### src/hdl/dltq_pkg.sv
// ---------------------------------------------------------------------------
// dltq_pkg
// Shared types and codes for the delta-list timer queue: list entry layout,
// per-cycle cell control, command, result and status codes.
// ---------------------------------------------------------------------------
package dltq_pkg;

  localparam int NUM_TIMERS = 16;
  localparam int SW         = $clog2(NUM_TIMERS);      // list position index
  localparam int PW         = $clog2(NUM_TIMERS + 1);  // entry count
  localparam int MAX_RES    = 16;                      // expiries per tick
  localparam int KW         = $clog2(MAX_RES);
  localparam int IDW        = 4;
  localparam int TW         = 32;

  // input commands
  localparam logic [1:0] CMD_INSERT = 2'd0;
  localparam logic [1:0] CMD_REMOVE = 2'd1;
  localparam logic [1:0] CMD_TICK   = 2'd2;

  // result kinds
  localparam logic [1:0] KIND_INS  = 2'd0;
  localparam logic [1:0] KIND_REM  = 2'd1;
  localparam logic [1:0] KIND_EXP  = 2'd2;
  localparam logic [1:0] KIND_TICK = 2'd3;

  // status codes
  localparam logic [1:0] ST_OK         = 2'd0;
  localparam logic [1:0] ST_QUEUED     = 2'd1;
  localparam logic [1:0] ST_NOT_QUEUED = 2'd2;

  // cell operations
  localparam logic [1:0] OP_HOLD = 2'd0;
  localparam logic [1:0] OP_INS  = 2'd1;  // open a gap at pos, load new entry
  localparam logic [1:0] OP_DEL  = 2'd2;  // close the entry at pos
  localparam logic [1:0] OP_WDL  = 2'd3;  // overwrite delta at pos

  typedef struct packed {
    logic           vld;
    logic [IDW-1:0] id;
    logic [TW-1:0]  delta;
    logic [TW-1:0]  start;
  } entry_t;

  typedef struct packed {
    logic [1:0]    op;
    logic [SW-1:0] pos;
    logic [TW-1:0] wdata;
    entry_t        ins;
  } cell_ctl_t;

endpackage

### src/hdl/dltq_cell.sv
// ---------------------------------------------------------------------------
// dltq_cell
// One list position. Holds one entry and trades it with its neighbors on
// insert (shift toward the tail) and delete (shift toward the head).
// ---------------------------------------------------------------------------
module dltq_cell (
  input  logic                    clk,
  input  logic                    rst_n,
  input  logic [dltq_pkg::SW-1:0] i_idx,
  input  dltq_pkg::cell_ctl_t     ctl,
  input  dltq_pkg::entry_t        left,
  input  dltq_pkg::entry_t        right,
  output dltq_pkg::entry_t        q
);

  dltq_pkg::entry_t ent_r;
  dltq_pkg::entry_t ent_nxt;

  always_comb begin
    ent_nxt = ent_r;
    case (ctl.op)
      dltq_pkg::OP_INS: begin
        if (i_idx > ctl.pos) begin
          ent_nxt = left;
        end else if (i_idx == ctl.pos) begin
          ent_nxt = ctl.ins;
        end
      end
      dltq_pkg::OP_DEL: begin
        if (i_idx >= ctl.pos) begin
          ent_nxt = right;
        end
      end
      dltq_pkg::OP_WDL: begin
        if (i_idx == ctl.pos) begin
          ent_nxt.delta = ctl.wdata;
        end
      end
      default: begin
        ent_nxt = ent_r;
      end
    endcase
  end

  always_ff @(posedge clk) begin
    if (!rst_n) begin
      ent_r <= '0;
    end else begin
      ent_r <= ent_nxt;
    end
  end

  assign q = ent_r;

endmodule

### config.mk
export PLATFORM = sky130hd
export DESIGN_NAME = dltq_cell
export DESIGN_NICKNAME = d
export VERILOG_FILES = /design/src/hdl/dltq_pkg.sv /design/src/hdl/dltq_cell.sv
export SDC_FILE = /design/constraint.sdc
export NUM_CORES = 1
export LEC_CHECK = 0
export ABC_AREA = 0
export BUFFER_PORTS_ARGS = -buffer_cell sky130_fd_sc_hd__buf_2
export CAP_MARGIN = 20
export CORE_AREA = 2 2 125 127
export CTS_BUF_LIST = sky130_fd_sc_hd__clkbuf_8 sky130_fd_sc_hd__clkbuf_16
export CTS_CLUSTER_DIAMETER = 50
export DETAILED_ROUTE_END_ITERATION = 6
export DIE_AREA = 0 0 127 129
export SLEW_MARGIN = 0
export SYNTH_ARGS = -nofsm -noshare
export SYNTH_HDL_FRONTEND = slang
export SYNTH_SLANG_ARGS = --single-unit
### constraint.sdc
create_clock -name clk -period 1.9 [get_ports clk]
set_input_delay 0.38 -clock clk [delete_from_list [all_inputs] [get_ports clk]]
set_output_delay 0.38 -clock clk [all_outputs]
set_load 0.01 [all_outputs]
==> flow_metrics.env <==
export IMPL_r2r_end="q[50]"
export IMPL_worstPathArrival_ns=2.13
export IMPL_cp_max_fo=37
export IMPL_largest_reg_flops=69
export IMPL_setup_ws_ns=0.0265
export IMPL_core_area_mm2=0.0150
export IMPL_synth_nets=748
export IMPL_syn_inst=490
export IMPL_cts_root_buf="clkbuf_16"
export IMPL_crit_buf_inv=3
export IMPL_vias_per_cell=5.06
export IMPL_io_buffers=319
export IMPL_grt_max_degree=107
export IMPL_hold_path_class="in -> reg"
export IMPL_fin_area_mm2=0.00656
export IMPL_syn_cell_area_mm2=0.00433
export IMPL_final_nets=1040
export IMPL_path_clk_slew_ns=0.06
export IMPL_synth_fa_ha_area_share_pct=2.02
export IMPL_r2r_start="q[50]"
export IMPL_muxShareOfSynthArea_pct=17.1
export IMPL_synth_cell_types=29
export IMPL_syn2layout_area_growth_pct=51.4
export IMPL_hold_viol_final=0
export IMPL_required_ns=2.16
export IMPL_grt_pass1_vias=4596
export IMPL_start_kind="primary input"
export IMPL_drt_pass1_iter_count=4
export IMPL_htreeDepth=3
export IMPL_r2r_cells=2
export IMPL_fin_cells=975
export IMPL_cpPeakStageDelay_ns=0.48
export IMPL_cpMaxStageDelayCell="or3b_2"
export IMPL_power_density_mw_per_mm2=769
export IMPL_slew_headroom_pct=66.1
export IMPL_synthSimpleGateAreaFrac_pct=15.2
export IMPL_hold_depth=3
export IMPL_avgSynthCellArea_um2=8.85
export IMPL_synth_xor_area_share_pct=0
export IMPL_path_class="in -> reg"
export IMPL_rsz0062_at_grt="false"
export IMPL_total_power_w=0.00505
export IMPL_drc=0
export IMPL_r2r_slack_ns=1.23
export IMPL_whs_endpoint="q[44]"
export IMPL_fin_crit_sh_pct=98.6
export IMPL_cts_sinks=69
export IMPL_status="completed"
export IMPL_setup_violations=0
export IMPL_hpwl_mm=11.3
export IMPL_fin_crit_ns=1.87
export IMPL_dieHeight_um=129
export IMPL_drive_gt1_share_pct=54.4
export IMPL_maxSlewViolCount=0
export IMPL_dp_cells=955
export IMPL_max_cap_violations=0
export IMPL_hold_buffers=0
export IMPL_synth_seq_cells=69
export IMPL_overflow=0
export IMPL_synth_top_family_by_area="compound AO/OA/AOI/OAI gates"
export IMPL_die_area_mm2=0.0164
export IMPL_ir_drop_mv=0.416
export IMPL_clk_latency_ns=0.34
export IMPL_wl_per_cell_um=15.8
export IMPL_totalWireLength_mm=15.4
export IMPL_cts_tree="done"
export IMPL_cts_buffers=9
export IMPL_antenna_cells=0
export IMPL_placed_area_mm2=0.00615
export IMPL_initial_core_util_pct=28.9
export IMPL_synth_yosys_seq_area_share_pct=31.9
export IMPL_die_w_um=127
export IMPL_drt_iter0_drc=225
export IMPL_worstSetupEndpointType="register"
export IMPL_rows=45
export IMPL_skew_ns=0
export IMPL_grtUsageTotal_pct=17.4
export IMPL_fmaxAchievable_mhz=534
export IMPL_dpl_worst_slack_ns=-0.333
export IMPL_hp_start="right[44]"
export IMPL_worst_slew_pin_slew_ns=0.508
export IMPL_synth_compound_area_share_pct=27.1
export IMPL_io_pins=320
export IMPL_clockBufferDepth=2
export IMPL_power_leakage_nw=3.15
export IMPL_place_congestion=0.801
export IMPL_cp_top_family="simple AND/OR/NAND/NOR gates"
export IMPL_drt_antenna_violating_nets=0
export IMPL_grt_antenna_before_repair=1
export IMPL_yosysWarningCount=0
export IMPL_path_cells="buf_2 > inv_4 > ha_4 > nor2b_4 > o211a_4 > o32ai_4 > or3b_2 > buf_12 > o221ai_1"
export IMPL_vias=4934
export IMPL_grt_pass1_wl_mm=22.7
cell usage after synthesis:
cell	number	area [um^2]
nand4_1	1	6.26
o32ai_2	1	16.3
buf_2	18	90.1
a21o_1	1	7.51
buf_6	4	45.0
o211a_4	1	17.5
o21ai_1	32	160
nor2_1	1	3.75
buf_4	1	7.51
nor2_2	1	6.26
and4_1	1	8.76
o221ai_2	30	450
o221ai_1	7	61.3
buf_1	4	15.0
clkbuf_4	1	7.51
or3b_1	1	8.76
o41a_1	1	11.3
clkbuf_1	28	105
nor2b_4	1	13.8
ha_1	7	87.6
mux2_2	32	360
nand3_1	74	370
mux2i_1	38	380
a22oi_1	32	240
nand2_1	64	240
inv_1	6	22.5
a31oi_1	32	200
o21ai_2	1	8.76
dfxtp_1	69	1380
report_power, final:
group	total [W]	leakage (nW)	internal [W]	switching (W)
Sequential	0.00167	0.567	0.00160	0.0000730
Clock	0.00185	0.158	0.00118	0.000669
Combinational	0.00152	2.42	0.000745	0.000776
Total	0.00505	3.15	0.00353	0.00152
worst register-to-register path, stage by stage, from the launching register on:
cell and delay, ns:
dfxtp_1 0.34, o21ai_1 0.07, a31oi_1 0.17
final cells by class:
class | instances | area, um^2
clock buffers | 10 | 239
clock inverters | 6 | 86.3
fillers | 1523 | 8420
inverters | 6 | 25.0
multi-input cells | 359 | 2720
flip-flops and latches | 69 | 1380
well taps | 188 | 235
repair buffers | 337 | 1870
worst max-delay path by stage:
| stage | start | endpoint | slack, ns | depth (start not counted) |
|---|---|---|---|---|
| floorplan | i_idx[1] | q[20] | -0.04 | 8 |
| detailed placement | i_idx[1] | q[50] | -0.33 | 8 |
| global placement | ctl[102] | q[64] | -0.29 | 9 |
| finish | ctl[102] | q[0] | 0.03 | 9 |
| CTS | ctl[102] | q[55] | 0.03 | 9 |
| global route | ctl[103] | q[66] | 0.002 | 8 |
layout by cell type (no fill, tap or decap), types with 2 or more instances in the layout:
cell type / instances
ha_4: 2
buf_12: 8
mux2i_1: 38
buf_2: 318
mux2_2: 31
a22oi_1: 32
buf_4: 9
a31oi_1: 32
nand3_1: 74
bufinv_16: 2
clkinv_2: 2
dfxtp_1: 69
o221ai_2: 31
clkbuf_16: 11
o21ai_1: 32
nand2_1: 64
inv_1: 5
ha_1: 4
o221ai_1: 6
cells by family (layout without fill, tap and decap cells):
group	count (synthesis)	after routing
buf+inv	62	359
flops	69	69
mux	70	70
compound gates	138	138
simple gates	144	144
fa+ha+maj	7	7
what timing repair did:
item / CTS / global route
endpoints found under the setup margin: 0 / 9
setup buffers: 0 / 2
gates resized for setup: 0 / 2
layer usage:
| layer | share of wire (%) | track usage (%) |
|---|---|---|
| met5 | 0.052 | 0 |
| met4 | 2.7 | 7.50 |
| met3 | 7.1 | 5.07 |
| met2 | 48 | 30.2 |
| met1 | 42 | 20.0 |
per-stage QoR:
stage,hold slack [ns],utilization (%),setup TNS [ns]
4_1_cts,0.332,43.2,0
3_3_place_gp,0.462,41.1,-18.36
5_1_grt,0.350,43.8,0
6_report,0.353,43.8,0
3_5_place_dp,0.471,41.1,-19.69
2_1_floorplan,0.523,-,-1.39
Power figures use the tool's default switching activity.
